[config.mk]
export PLATFORM = sky130hd
export DESIGN_NAME = iacap_queue
export DESIGN_NICKNAME = d
export VERILOG_FILES = /design/src/hw/rtl/iacap_pkg.sv /design/src/hw/rtl/iacap_queue.sv
export SDC_FILE = /design/constraint.sdc
export NUM_CORES = 1
export LEC_CHECK = 0
export ABC_AREA = 1
export BUFFER_PORTS_ARGS = -buffer_cell sky130_fd_sc_hd__buf_4
export CORE_MARGIN = 1.5
export CORE_UTILIZATION = 47
export DETAILED_ROUTE_END_ITERATION = 10
export PLACE_DENSITY = 0.8
export SYNTH_ARGS = -nofsm -noshare
export SYNTH_HDL_FRONTEND = slang
export SYNTH_SLANG_ARGS = --single-unit
[constraint.sdc]
create_clock -name clk -period 7.4 [get_ports clk]
set_clock_uncertainty 0.2 [all_clocks]
set_input_delay 1.11 -clock clk [delete_from_list [all_inputs] [get_ports clk]]
set_output_delay 1.11 -clock clk [all_outputs]
set_load 0.005 [all_outputs]
[src/hw/rtl/iacap_pkg.sv]
`timescale 1ns / 1ps
package iacap_pkg;

	typedef enum logic [3:0] {
		OP_GT  = 4'd0,
		OP_GE  = 4'd1,
		OP_LT  = 4'd2,
		OP_LE  = 4'd3,
		OP_EQ  = 4'd4,
		OP_NE  = 4'd5,
		OP_ADD = 4'd6,
		OP_SUB = 4'd7,
		OP_MUL = 4'd8,
		OP_DIV = 4'd9,
		OP_POW = 4'd10
	} op_t;

	typedef enum logic [1:0] {
		KIND_IMM,
		KIND_DIV,
		KIND_POW
	} kind_t;

	typedef struct packed {
		op_t  op;
		logic neg;
		logic err;
	} fctl_t;

	typedef struct packed {
		kind_t kind;
		logic  neg;
		logic  is_bool;
		logic  err;
	} bctl_t;

endpackage

[src/hw/rtl/iacap_queue.sv]
`timescale 1ns / 1ps
module iacap_queue #(
	parameter int W = 32
) (
	input  logic             clk,
	input  logic             arst_n,
	input  logic             push,
	input  iacap_pkg::fctl_t wr_ctl,
	input  logic [W-1:0]     wr_a,
	input  logic [W-1:0]     wr_b,
	input  logic [W-1:0]     wr_amag,
	input  logic [W-1:0]     wr_bmag,
	output logic             full,
	input  logic             pop,
	output logic             rd_valid,
	output iacap_pkg::fctl_t rd_ctl,
	output logic [W-1:0]     rd_a,
	output logic [W-1:0]     rd_b,
	output logic [W-1:0]     rd_amag,
	output logic [W-1:0]     rd_bmag
);
	import iacap_pkg::*;

	fctl_t        ctl_q  [0:1];
	logic [W-1:0] a_q    [0:1];
	logic [W-1:0] b_q    [0:1];
	logic [W-1:0] amag_q [0:1];
	logic [W-1:0] bmag_q [0:1];
	logic         wr_ptr_q;
	logic         rd_ptr_q;
	logic [1:0]   count_q;
	logic         do_push;
	logic         do_pop;

	assign full     = (count_q == 2'd2);
	assign rd_valid = (count_q != 2'd0);
	assign do_push  = push && !full;
	assign do_pop   = pop && rd_valid;

	always_ff @(posedge clk or negedge arst_n) begin
		if (!arst_n) begin
			wr_ptr_q <= 1'b0;
			rd_ptr_q <= 1'b0;
			count_q  <= 2'd0;
		end else begin
			if (do_push) begin
				wr_ptr_q <= !wr_ptr_q;
			end
			if (do_pop) begin
				rd_ptr_q <= !rd_ptr_q;
			end
			if (do_push && !do_pop) begin
				count_q <= count_q + 2'd1;
			end else if (do_pop && !do_push) begin
				count_q <= count_q - 2'd1;
			end
		end
	end

	always_ff @(posedge clk) begin
		if (do_push) begin
			ctl_q[wr_ptr_q]  <= wr_ctl;
			a_q[wr_ptr_q]    <= wr_a;
			b_q[wr_ptr_q]    <= wr_b;
			amag_q[wr_ptr_q] <= wr_amag;
			bmag_q[wr_ptr_q] <= wr_bmag;
		end
	end

	assign rd_ctl  = ctl_q[rd_ptr_q];
	assign rd_a    = a_q[rd_ptr_q];
	assign rd_b    = b_q[rd_ptr_q];
	assign rd_amag = amag_q[rd_ptr_q];
	assign rd_bmag = bmag_q[rd_ptr_q];

endmodule

; ---- Word-level counts from Yosys, hierarchy flattened
; Memories as Yosys holds them, arrays and structs flattened.
; Index checks and enable logic that the tools add are counted.
; W data, S select, Z words.
[totals]
regBits = 4
out_inout_bits = 136
n_memories = 5
ramBits = 268
latchBits = 0
mem_bits_ro = 0
[op_classes]
shifts = 0
muxes = 4
div = 0
multipliers = 0
n_bitwise = 0
eq_ne = 1
n_lt_le_gt_ge = 0
add_sub_neg = 2
n_reduce_logical = 11
[memory_table]
columns = name, depth, word_bits, read_ports, rd_clocked_by_memory_dff, write_ports, line_no
row1 = a_q, 2, 32, 1, 0, 1, iacap_queue.sv:25  ; logic [W-1:0] a_q [0:1];
row2 = amag_q, 2, 32, 1, 0, 1, iacap_queue.sv:27  ; logic [W-1:0] amag_q [0:1];
row3 = b_q, 2, 32, 1, 0, 1, iacap_queue.sv:26  ; logic [W-1:0] b_q [0:1];
row4 = bmag_q, 2, 32, 1, 0, 1, iacap_queue.sv:28  ; logic [W-1:0] bmag_q [0:1];
row5 = ctl_q, 2, 6, 1, 0, 1, iacap_queue.sv:24  ; fctl_t ctl_q [0:1];
[op_table]
columns = operator, n
row1 = $logic_not A1 Y1, 5
row2 = $logic_and A1 B1 Y1, 4
row3 = $mux W2, 2
row4 = $reduce_bool A2 Y1, 2
row5 = $add A2 B1 Y2 const B, 1
row6 = $eq A2 B2 Y1 const B, 1
row7 = $mux W1, 2
row8 = $sub A2 B1 Y2 const B, 1

; ---- Logic depth before layout (Yosys ltp)
[depth]
ltp_word = 7
depth_mapped = 9
mapped_depth_nobuf = 9

; ---- Worst setup path after synthesis
; Ideal clock, no wire load.
[synth_path]
kind = in2reg
startpoint = input push
endpoint = memory a_q[1][0], enable pin
required_time_ns = 6.571
setup_time_ns = 0.629
setup_slack_ns = -0.209
stages = 2
t_arrival_ns = 6.780
path_buffers = 0
path_cell_list = o21ai_0 nor2_1
[synth_via]
elab_chain_len = 3
[synth_lines]
columns = item, line_no
row1 = start: declaration, iacap_queue.sv:7  ; input logic push,
row2 = $logic_and A1 B1 Y1, iacap_queue.sv:37  ; assign do_push = push && !full;
row3 = $mux W1, iacap_queue.sv:61  ; if (do_push) begin
row4 = $mux W1 (not written as such), iacap_queue.sv:63  ; a_q[wr_ptr_q] <= wr_a;
row5 = end: declaration, iacap_queue.sv:25
; Every way passes these cells.

; ---- Worst setup path in the final report
[layout_path]
startpoint = register rd_ptr_q
endpoint = output rd_bmag[3]
[layout_via]
elab_chain_len = 1
[layout_lines]
columns = item, line_no
row1 = start: declaration, iacap_queue.sv:30  ; logic rd_ptr_q;
row2 = start signal: assignment, iacap_queue.sv:50  ; rd_ptr_q <= !rd_ptr_q;
row3 = $mem_v2 Z2 W32, --
row4 = end: declaration, iacap_queue.sv:20  ; output logic [W-1:0] rd_bmag
; Every way passes these cells.

==> flow_metrics.py <==
metrics = {
    "global_routing": {
        "grt_pass1_wl_mm": 31.7,
        "antenna_found_initial": 1,
        "grt_max_degree": 95,
        "first_global_vias": 6271,
        "overflow": 0,
        "gr-usage-all-layers": 0.186,
    },
    "worst_setup_path": {
        "crit_required_ns": 6.09,
        "crit_path_start_kind": "flop",
        "cpPeakStageDelay_ns": 0.72,
        "worstPathMaxFanout": 72,
        "crit_chain": "inv_4, buf_4, nand2_1, nand2_1, buf_4",
        "cp.arrival_ns": 3.07,
        "crit_type": "reg2out",
        "crit_slowest_cell": "buf_4",
        "end_kind": "primary output",
    },
    "floorplanning": {
        "die-height_um": 149,
        "rows": 53,
        "ios": 274,
        "core_sq_um": 20900,
        "die_area_sq_um": 22100,
        "start_util": 0.478,
        "die_w_um": 149,
    },
    "cts": {
        "cts_setup_buffers": 0,
        "worst_skew_pair.late_latency_ns": 0.52,
        "cts_sinks": 272,
        "cts-root-buf": "clkbuf_16",
        "cts_hold_buf": 0,
        "clk_pin_slew_ns": 0.06,
        "ctsHtreeMaxLevel": 1,
        "cts_max_path_buffers": 3,
        "numCtsBuffers": 28,
        "post_cts_resized": 0,
        "cts_tree": "yes",
    },
    "logic_synthesis": {
        "synthArstFlopShare": 0.0147,
        "synth_area_sq_um": 9980,
        "synthFlopType": "edfxtp_1",
        "synth_edf_count": 268,
        "ys_warn_count": 0,
        "synth-seq-area-share": 0.817,
        "syn-num-nets": 870,
        "yosys.area.top_type_share": 0.807,
        "yosys-top-cells-count": "413 x nand2_1, 268 x edfxtp_1, 21 x buf_2",
        "syn_inst": 731,
        "synth_cell_types": 14,
        "synth-seq-cells": 272,
        "synthTopCellsByArea": "edfxtp_1 81%, nand2_1 16%, buf_2 1.1%",
        "synth_area_leader_cell": "edfxtp_1",
        "syn_area_per_cell_sq_um": 13.6,
        "synth_most_common_cell": "nand2_1",
    },
    "timing": {
        "rsz0062_at_grt": "false",
        "fin_tns_setup_ns": 0,
        "worst_pin_slew_ns": 1.04,
        "drv_slew": 0,
        "hold_violations": 0,
        "slew_headroom": 0.304,
        "period_share": 0.592,
        "max_freq_ghz": 0.228,
        "setup_slack_ns": 3.02,
        "period_needed_ns": 4.38,
        "setup_viol": 0,
    },
    "placed_design": {
        "gp_congestion": 0.751,
        "port_buffers": 273,
        "dp_hpwl_mm": 13.1,
        "dp.cells": 1255,
        "preCtsSetupSlack_ns": 3.65,
    },
    "drt": {
        "finalWirelength_mm": 21.1,
        "drc": 0,
        "avgRoutedWirePerCell_um": 16.1,
        "via_count": 6272,
        "first_iter_violations": 255,
        "firstDrtPassIters": 4,
        "avgViaCountPerCell": 4.80,
        "ant_nets": 0,
    },
    "pwr": {
        "ir_drop_uv": 254,
        "power_density_nw_per_um2": 400,
        "power.leakage_nw": 5.64,
    },
    "min_path": {
        "hold_path.class": "in2async",
    },
    "finish": {
        "areaGrowthSynthToFinish_pct": 32.6,
        "drive_gt1_frac": 0.314,
        "post-route-util": 0.633,
        "final_cells": 1307,
        "nets": 1149,
    },
    "status": {
        "status": "completed",
    },
    "job": {
        "max-cap-violations": 0,
    },
}
-- cells in the final DEF (no fill, tap or decap), types with 2 or more instances in the layout --
cell type	instances
dfrtp_1	3
inv_1	6
clkbuf_1	5
buf_4	278
bufinv_16	5
edfxtp_1	268
nand3_1	2
nor2_1	2
clkbuf_8	5
nand2_1	413
clkbuf_16	29
clkinv_2	2
clkinv_1	4
-- path summary, 6_finish.rpt --
check | from | endpoint | slack, ns | cells after the start
setup reg to reg | count_q[1] | bmag_q[0][11] | 4.65 | 6
max in group asynchronous | arst_n | rd_ptr_q | 6.69 | 1
setup / recovery | rd_ptr_q | rd_bmag[3] | 3.02 | 5
hold reg to reg | count_q[1] | count_q[1] | 0.29 | 2
hold / removal | arst_n | wr_ptr_q | 0.18 | 1
min in group clk | count_q[1] | count_q[1] | 0.29 | 2
-- logic make-up after synthesis --
| family | count (synthesis) | share of synthesized area |
|---|---|---|
| and+or+nand+nor | 419 | 0.158 |
| xor gates and xnor gates | 1 | 0.000878 |
| AOI/OAI and AO/OA | 1 | 0.000501 |
| DFF | 272 | 0.817 |
| buffers and inverters | 37 | 0.0225 |
| adders and majority gates | 1 | 0.00125 |
-- sequential cells by signal, indices dropped and copies added, names as in the netlist --
register,flops
a_q,64
amag_q,64
b_q,64
bmag_q,64
ctl_q,12
count_q,2
rd_ptr_q,1
wr_ptr_q,1
-- layout make-up --
class / instances / area (sq um)
inverters: 8 / 37.5
clock buffers: 39 / 813
multi-input cells: 422 / 1610
flip-flops and latches: 272 / 8150
diodes: 1 / 2.50
repair buffers: 278 / 2090
clock inverters: 12 / 183
fillers: 1511 / 7660
well taps: 275 / 344
-- report_power, final --
group | switching (mW) | internal (mW)
clock | 0.542 | 0.935
combinational | 0.914 | 0.684
sequential | 0.113 | 2.10
total | 1.57 | 3.72
-- metrics by stage --
step | total power [mW] | hold slack [ns] | instance area (sq um)
CTS | 5.35 | 0.155 | 13200
global placement | 3.82 | 0.259 | 12200
floorplan | 3.03 | 0.242 | 9980
global route | 5.58 | 0.150 | 13200
finish | 5.29 | 0.179 | 13200
detailed placement | 3.87 | 0.287 | 12200
-- per-layer routing --
metal,GRT usage,vias to the layer above,share of wire
met4,0.0698,0,0.033
met5,0,-,0
li1,-,3020,-
met1,0.226,2939,0.38
met3,0.0604,54,0.10
met2,0.312,259,0.49
-- worst max-delay path, delay by kind of cell, from the launching register on --
family / cells / cell delay [ns]
buffers and inverters: 3 / 1.41
DFF: 1 / 0.69
and+or+nand+nor: 2 / 0.34
(Power assumes the default switching activity.)
