[src/hw/rtl/iacap_pkg.sv]
`timescale 1ns / 1ps
package iacap_pkg;

	typedef enum logic [3:0] {
		OP_GT  = 4'd0,
		OP_GE  = 4'd1,
		OP_LT  = 4'd2,
		OP_LE  = 4'd3,
		OP_EQ  = 4'd4,
		OP_NE  = 4'd5,
		OP_ADD = 4'd6,
		OP_SUB = 4'd7,
		OP_MUL = 4'd8,
		OP_DIV = 4'd9,
		OP_POW = 4'd10
	} op_t;

	typedef enum logic [1:0] {
		KIND_IMM,
		KIND_DIV,
		KIND_POW
	} kind_t;

	typedef struct packed {
		op_t  op;
		logic neg;
		logic err;
	} fctl_t;

	typedef struct packed {
		kind_t kind;
		logic  neg;
		logic  is_bool;
		logic  err;
	} bctl_t;

endpackage

[src/hw/rtl/iacap_front.sv]
`timescale 1ns / 1ps
module iacap_front #(
	parameter int W = 32
) (
	input  logic                clk,
	input  logic                arst_n,
	input  logic                in_valid,
	output logic                in_stall,
	input  logic [3:0]          op,
	input  logic signed [W-1:0] operand_a,
	input  logic signed [W-1:0] operand_b,
	input  logic                q_full,
	output logic                f_valid,
	output iacap_pkg::fctl_t    f_ctl,
	output logic [W-1:0]        f_a,
	output logic [W-1:0]        f_b,
	output logic [W-1:0]        f_amag,
	output logic [W-1:0]        f_bmag
);
	import iacap_pkg::*;

	logic         valid_s1;
	fctl_t        ctl_s1;
	logic [W-1:0] a_s1;
	logic [W-1:0] b_s1;
	logic         load;
	op_t          op_d;
	fctl_t        ctl_d;

	assign load     = !valid_s1 || !q_full;
	assign in_stall = !load;

	always_comb begin
		op_d      = op_t'(op);
		ctl_d.op  = op_d;
		ctl_d.neg = operand_a[W-1] ^ operand_b[W-1];
		ctl_d.err = ((op_d == OP_DIV) && (operand_b == '0)) ||
			((op_d == OP_POW) && operand_b[W-1]);
	end

	always_ff @(posedge clk or negedge arst_n) begin
		if (!arst_n) begin
			valid_s1 <= 1'b0;
		end else if (load) begin
			valid_s1 <= in_valid;
		end
	end

	always_ff @(posedge clk) begin
		if (load && in_valid) begin
			ctl_s1 <= ctl_d;
			a_s1   <= operand_a;
			b_s1   <= operand_b;
		end
	end

	assign f_valid = valid_s1;
	assign f_ctl   = ctl_s1;
	assign f_a     = a_s1;
	assign f_b     = b_s1;
	assign f_amag  = a_s1[W-1] ? (~a_s1 + 1'b1) : a_s1;
	assign f_bmag  = b_s1[W-1] ? (~b_s1 + 1'b1) : b_s1;

endmodule

[config.mk]
export PLATFORM = sky130hd
export DESIGN_NAME = iacap_front
export DESIGN_NICKNAME = d
export VERILOG_FILES = /design/src/hw/rtl/iacap_pkg.sv /design/src/hw/rtl/iacap_front.sv
export SDC_FILE = /design/constraint.sdc
export NUM_CORES = 1
export LEC_CHECK = 0
export BUFFER_PORTS_ARGS = -buffer_cell sky130_fd_sc_hd__buf_2
export CORE_MARGIN = 2
export CORE_UTILIZATION = 41
export CTS_BUF_LIST = sky130_fd_sc_hd__clkbuf_2
export DETAILED_ROUTE_END_ITERATION = 10
export PLACE_DENSITY = 0.87
export REMOVE_ABC_BUFFERS = 1
export SLEW_MARGIN = 20
export SYNTH_ARGS = -nofsm -noshare
export SYNTH_HDL_FRONTEND = slang
export SYNTH_SLANG_ARGS = --single-unit
[constraint.sdc]
create_clock -name clk -period 4.3 [get_ports clk]
set_clock_uncertainty 0.05 [all_clocks]
set_input_delay 0.215 -clock clk [delete_from_list [all_inputs] [get_ports clk]]
set_output_delay 0.215 -clock clk [all_outputs]
set_load 0.005 [all_outputs]
# --- After elaboration in Yosys (flattened, before gate mapping) ---
# Cells that the tools add are included.
totals:
  reg_bits: 71
  latch_bits: 0
  ram_bits: 0
  rom_bits: 0
  input_bits: 72
  out_inout_bits: 136
  word_cells: 24
  memories: 0
op_classes:
  addsub: 2
  mul: 0
  div_mod_pow: 0
  n_lt_le_gt_ge: 0
  eq_ne: 2
  shift: 0
  n_mux: 2
  bitwise: 3
  n_reduce_logical: 9
op_table:
  columns: ["cell", "n"]
  rows:
  - ["32-bit by 1-bit adder with 32-bit output, second input constant", 2]
  - ["32-bit 2-to-1 mux", 2]
  - ["32-bit NOT", 2]
  - ["32-bit zero test", 1]
  - ["4-bit equality test, second input constant", 2]
  - ["1-bit logical AND", 3]
  - ["1-bit zero test", 3]
  - ["1-bit logical OR", 2]
  - ["1-bit bitwise XOR", 1]

# --- Longest topological paths before layout ---
# Gate-level depths: netlist (run 1).
logic_depth:
  word_depth: 3
  mapped_depth: 5
  ltp_nobuf: 5

# --- Worst setup path before layout (run 1) ---
# OpenSTA, ideal clock, no wires.
synth_path:
  path_kind: "reg-to-reg"
  from: "reg valid_s1, in the netlist f_valid"
  to: "reg a_s1[0], in the netlist f_a[0], enable pin"
  setup_ns: 0.507
  arrival_time_ns: 3.686
  required_ns: 3.743
  setup_slack_ns: 0.057
  path_stages_with_launch: 3
  n_path_buf: 0
  synth_period_minus_slack_ns: 4.243
  path_cell_list: "dfrtp_1 -> and2_1 -> nor2b_1"
synth_via:
  elab_chain_cells: 3
synth_rtl:
  columns: ["item", "line", "rtl"]
  rows:
  - ["start: declaration", "iacap_front.sv:22", "logic valid_s1;"]
  - ["start signal: assignment", "iacap_front.sv:45", "valid_s1 <= in_valid;"]
  - ["1-bit zero test", "iacap_front.sv:30", "assign load = !valid_s1 || !q_full;"]
  - ["1-bit logical OR", "iacap_front.sv:30", null]
  - ["1-bit logical AND", "iacap_front.sv:50", "if (load && in_valid) begin"]
  - ["end signal: assignment", "iacap_front.sv:52", "a_s1 <= operand_a;"]
  - ["end: declaration", "iacap_front.sv:24", "logic [W-1:0] a_s1;"]
# No other way between the ends.
# A chain may end at the register's enable or synchronous reset.

# --- Worst setup path in the final report (run 1) ---
layout_path:
  from: "reg b_s1[4], in the netlist f_b[4]"
  to: "out f_bmag[31]"
layout_via:
  elab_chain_cells: 3
layout_rtl:
  columns: ["item", "line", "rtl"]
  rows:
  - ["start: declaration", "iacap_front.sv:25", "logic [W-1:0] b_s1;"]
  - ["start signal: assignment", "iacap_front.sv:53", "b_s1 <= operand_b;"]
  - ["32-bit NOT", "iacap_front.sv:62", "assign f_bmag = b_s1[W-1] ? (~b_s1 + 1'b1) : b_s1;"]
  - ["32-bit by 1-bit adder with 32-bit output", "iacap_front.sv:62", null]
  - ["32-bit 2-to-1 mux", "iacap_front.sv:62", null]
  - ["end: declaration", "iacap_front.sv:18", "output logic [W-1:0] f_bmag"]
# No other way between the ends.

==> key figures, run 1 <==
Timing
  • Setup TNS: 0 ps
  • Setup violators final: 0
  • F_max: 311 MHz
  • Worst Setup Slack, final: 1080 ps
  • Crit path time final: 3220 ps
  • Fin. Hold Viols: 0
  • RSZ-0062 raised after global routing: no
  • Tightest Pin Transition: 959 ps
  • Relative slew slack: 36.1%
  • Final Max Tran Viols: 0
  • Worst hold margin: 133 ps
  • Fin crit share: 74.9%

Route
  • Via density: 5.35
  • DR vias: 3,640
  • Post-route ant nets: 0
  • Post-DR wirelength/cell: 18.4 um
  • # DRC: 0
  • Pre-Repair DR Iteration Count: 5
  • Starting DRC count in detailed routing: 163
  • Routed wire length: 12,500 um

Job
  • MaxCap Viol Count: 0

Placed design
  • Placed inst area: 4750 um2
  • IO Port Bufs: 207
  • Post-place setup slack: 1630 ps
  • Placed wire-length estimate: 8590 um
  • GPL Wtd Cong: 0.923
  • Placed cells: 593

CTS
  • Worst-path clk slew: 200 ps
  • Hold buffers post-CTS: 71
  • PostCTS Resize Cnt: 0
  • Setup bufs post-CTS: 0
  • Clock Path Buffers: 2
  • Clock Sinks: 71
  • H-tree level count: 3
  • Inserted Clock Buffers: 9
  • CTS tree: yes
  • Latest clock arrival within the worst-skew pair: 480 ps
  • CTS root buffer: clkbuf_2

Floorplan
  • I/O pins: 208
  • # rows: 34
  • Initial Util: 41.5%
  • Die area: 9470 um2
  • Die Wd: 97.3 um
  • Core footprint: 8590 um2
  • Die H: 97.3 um

Cells and area
  • Post-route cell area: 5570 um2
  • # diodes: 0
  • Area of the multi-input gates: 1390 um2
  • Layout cell share with drive strength beyond 1: 40.9%
  • Syn-to-layout area delta: 56.0%
  • Register area: 2130 um2
  • Util after Layout: 64.8%
  • Nets: 641
  • Post-Layout Cell Count: 680
  • Filler Cell Count: 645

Outcome
  • Status: complete, no violations

Critical path
  • Family with the most delay on the worst path: simple AND/OR/NAND/NOR gates
  • Slowest CP cell: or4_4
  • WP depth: 5
  • Max incr delay on CP: 570 ps
  • Worst-path fanout max: 10
  • CP required: 4030 ps
  • Crit path cell chain: nor4_1 > nand4_1 > or4_4 > nor3b_2 > buf_2
  • Crit path arrival time: 2950 ps
  • Crit. End Element: primary output
  • Crit path kind: reg2out
  • Buf+Inv Stages, Crit Path: 1
  • Crit start category: flip-flop
  • R2R cell count: 4

Min path
  • Hold/Removal Path Class: in2reg
  • Hold Crit Depth: 3

Synthesis
  • Synth top area share: 58.9%
  • Top-count cell post-synth: edfxtp_1
  • Synth top cells by count: 70 x edfxtp_1, 58 x xnor2_1, 22 x o31ai_1
  • Area contributors post-synth: edfxtp_1 59%, xnor2_1 14%, o31ai_1 4.6%, o41ai_1 2.9%, nor4_1 2.3%
  • Largest area contributor in the netlist: edfxtp_1
  • Sequential area share after synthesis: 59.6%
  • Xor and xnor area share after synthesis: 14.5%
  • Number of synthesized flops with an enable pin: 70
  • Syn Inst Count: 283
  • Largest family of logic cells by synthesized area: XOR/XNOR gates
  • Synth Area in Adders: 0.701%
  • FFs w/ async S/R, synth: 1.41%
  • Top_reg_cell synth: edfxtp_1
  • Multiplexer area fraction after synthesis: 0%
  • YS warnings: 0
  • FF+latch count, synth: 71
  • Mapped Avg Cell Area: 12.6 um2
  • Post-synthesis compound-gate area fraction: 9.96%
  • Post-Syn Area: 3570 um2
  • Post-synthesis simple-gate area fraction: 13.7%
  • Yosys cell types: 29

Power
  • Pleak: 2.23 nW
  • Total power: 1.56 mW
  • Max IR drop VDD: 0.167 mV
  • Power per cell area: 280 nW/um2

Global route
  • Number of global-route vias before repair: 3,695
  • Antenna violations before repair: 0
  • First-pass GRT wire length: 19,400 um
  • Grt total ovfl: 0
  • Largest net degree at the start of global routing: 34
  • Global-route usage over all layers: 26.2%
-- cells in the final DEF, fill, tap and decap left out, types with 2 or more instances in the layout --
cell / Yosys / layout
buf_2: 0 / 207
buf_4: 2 / 2
dlygate4sd3_1: 0 / 71
nor2_1: 7 / 7
nor4_1: 13 / 13
or4_4: 3 / 3
o31ai_1: 22 / 22
ha_1: 2 / 2
or3_1: 3 / 3
nand2b_1: 7 / 7
o41ai_1: 12 / 12
nand3_1: 6 / 6
clkinv_2: 0 / 3
nand2_1: 21 / 21
clkbuf_2: 0 / 11
nand4_1: 7 / 7
or4_1: 2 / 2
inv_1: 5 / 5
or3_2: 2 / 2
edfxtp_1: 70 / 70
o21ai_0: 16 / 16
or2_2: 2 / 2
nor3_1: 8 / 8
xnor2_1: 58 / 58
nand3b_1: 2 / 2
-- logic make-up after synthesis --
| logic type | Yosys count |
|---|---|
| AND/OR/NAND/NOR | 87 |
| XOR/XNOR | 59 |
| buffers and inverters | 13 |
| AO/OA/AOI/OAI | 51 |
| adder cells (fa/ha/maj) | 2 |
| flip-flops | 71 |
-- flip-flops by register name, summed over array words and instances, names as in the netlist --
signal / cells
f_b: 32
f_a: 32
f_ctl: 6
f_valid: 1
-- per-layer routing --
| metal | wire length, um | GRT usage, % |
|---|---|---|
| met5 | 0 | 0 |
| met4 | 310 | 8.76 |
| met3 | 1160 | 6.69 |
| met2 | 6590 | 48.5 |
| met1 | 4460 | 29.3 |
-- path summary, 6_finish.rpt --
kind                       startpoint         end  slack, ps
max                            f_b[4]  f_bmag[31]       1080
min                            q_full     f_valid        130
max reg2reg                   f_valid     f_b[16]       2190
min reg2reg                   f_valid     f_valid        730
max in group asynchronous      arst_n     f_valid       3590
min in group asynchronous      arst_n     f_valid        500
-- worst reg2reg max path, cell delays in order (launching register included) --
cell and delay, ps:
dfrtp_1 430, and2_1 210, nor2b_4 590, buf_16 250, buf_4 300
-- power breakdown --
group	switching (mW)	internal, mW
sequential	0.0500	0.808
combinational	0.145	0.184
clock	0.233	0.135
total	0.428	1.13
-- area by class of cell --
cell class / count / share of cell area, %
clock buffers: 11 / 0.989
clock inverters: 5 / 0.877
repair buffers: 281 / 32.1
flip-flops and latches: 71 / 38.2
well taps: 108 / 2.43
inverters: 5 / 0.337
multi-input cells: 199 / 25.0
Note: power is estimated with default switching activity, not from simulation.
==> inputs of run 2 (changes only) <==
- clock period: 4.3 -> 2.6 ns (I/O delays scaled with it)
==> key figures, run 2 (synthesized netlist as in run 1, its figures left out) <==
Outcome
  • Violated checks: setup timing
  • Status: finished, violations left

CTS
  • CTS root buffer: clkbuf_2
  • Inserted Clock Buffers: 9
  • CTS tree: yes
  • Latest clock arrival within the worst-skew pair: 510 ps
  • Worst-path clk slew: 210 ps
  • Clock Path Buffers: 2
  • Clock Sinks: 71
  • H-tree level count: 3

Cells and area
  • Post-route cell area: 6280 um2
  • Post-Layout Cell Count: 715
  • Area of the multi-input gates: 1770 um2
  • Most frequent cells in the layout: 207 x buf_2, 72 x dlygate4sd3_1, 70 x edfxtp_1
  • Register area: 2130 um2
  • # diodes: 0
  • Util after Layout: 73.0%
  • Leading cell type in the layout, fill and taps excluded: buf_2
  • Layout cell share with drive strength beyond 1: 50.7%
  • Nets: 677
  • Syn-to-layout area delta: 75.9%
  • Filler Cell Count: 543

Route
  • Pre-Repair DR Iteration Count: 5
  • Via density: 5.62
  • Starting DRC count in detailed routing: 182
  • Post-DR wirelength/cell: 20.8 um
  • Post-route ant nets: 0
  • # DRC: 0
  • DR vias: 4,015
  • Routed wire length: 14,800 um

Min path
  • Hold/Removal Path Class: in2reg
  • Hold Path Origin: operand_a[14]

Power
  • Total power: 2.78 mW
  • Power per cell area: 443 nW/um2
  • Max IR drop VDD: 0.300 mV
  • Pleak: 2.54 nW

Timing
  • Worst Setup Slack, final: -365 ps
  • Final Max Tran Viols: 0
  • Tightest Pin Transition: 746 ps
  • RSZ-0062 raised after global routing: yes
  • Fin. Hold Viols: 0
  • Setup violators final: 9
  • Crit path time final: 2960 ps
  • F_max: 337 MHz
  • Fin crit share: 114%
  • Relative slew slack: 50.3%

Floorplan
  • # rows: 34
  • Initial Util: 41.5%
  • I/O pins: 208
  • Die area: 9470 um2
  • Die Wd: 97.3 um
  • Die H: 97.3 um
  • Core footprint: 8590 um2

Global route
  • Largest net degree at the start of global routing: 71
  • Antenna violations before repair: 0
  • Global-route usage over all layers: 27.7%
  • First-pass GRT wire length: 20,800 um
  • Number of global-route vias before repair: 3,931
  • Grt total ovfl: 0

Critical path
  • Crit path kind: reg2out
  • Worst setup path startpoint: f_b[22]
  • CP required: 2420 ps
  • RR Startpoint: f_valid
  • Crit path arrival time: 2780 ps
  • Crit start category: flip-flop
  • Worst-path fanout max: 2
  • Crit. End Element: primary output

Placed design
  • GPL Wtd Cong: 0.854
  • Placed wire-length estimate: 8350 um
  • IO Port Bufs: 207
  • Placed inst area: 4790 um2
  • Placed cells: 599
  • Post-place setup slack: 141 ps

Job
  • MaxCap Viol Count: 0
[run 2: cell count changes in the layout (fill, tap and decap cells not counted), sizes merged]
cell / before / now
bufinv: 1 / 2
buf: 210 / 244
clkinv: 4 / 3
dlygate4sd3: 71 / 72
[run 2: area by class of cell]
cell class | count | area share, %
flip-flops and latches | 71 | 33.9
repair buffers | 317 | 33.5
multi-input cells | 199 | 28.2
well taps | 108 | 2.15
clock inverters | 5 | 1.18
clock buffers | 10 | 0.797
inverters | 5 | 0.299
[run 2: final timing paths]
check / endpoint / slack [ps] / cells after the start
max: f_bmag[31] / -360 / 5
min: f_a[14] / 270 / 2
max reg2reg: f_valid / 1000 / 3
min reg2reg: f_a[9] / 1020 / 3
min in group asynchronous: f_valid / 430 / 3
max in group asynchronous: f_valid / 1960 / 3
[run 2: timing repair]
item                                    in CTS  in global routing
endpoints found under the hold margin       72                  0
hold buffers                                72                  0
cloned                                       0                  1
gates resized for setup                     33                 30
endpoints found under the setup margin      35                 40
pin swaps                                   10                 13
setup buffers                               12                 16
[run 2: metal layers]
metal	GRT usage [%]	vias to the layer above	share of wire, %
met3	6.98	65	11
li1	-	1732	-
met2	50.7	326	52
met4	12.3	0	4.3
met1	30.0	1892	33
met5	0	-	0
[run 2: worst max-delay path, stage by stage (launching register included)]
cell and delay, ps:
edfxtp_1 460, or4_4 570, or4_4 440, or4_4 490, nor3b_2 160, buf_2 140
[run 2: per-stage QoR]
| step | hold slack, ps | setup TNS [ps] |
|---|---|---|
| after floorplan | -216 | -114990 |
| after global placement | -145 | 0 |
| after detailed placement | -139 | 0 |
| after CTS | 229 | -886 |
| after global routing | 220 | -3170 |
| final | 270 | -1400 |
[run 2: where the power goes]
part | switching (mW) | total [mW] | internal, mW | leakage (nW)
clock network | 0.408 | 0.719 | 0.312 | 0.0792
registers | 0.0852 | 1.42 | 1.34 | 0.678
logic | 0.293 | 0.638 | 0.345 | 1.78
total | 0.786 | 2.78 | 1.99 | 2.54
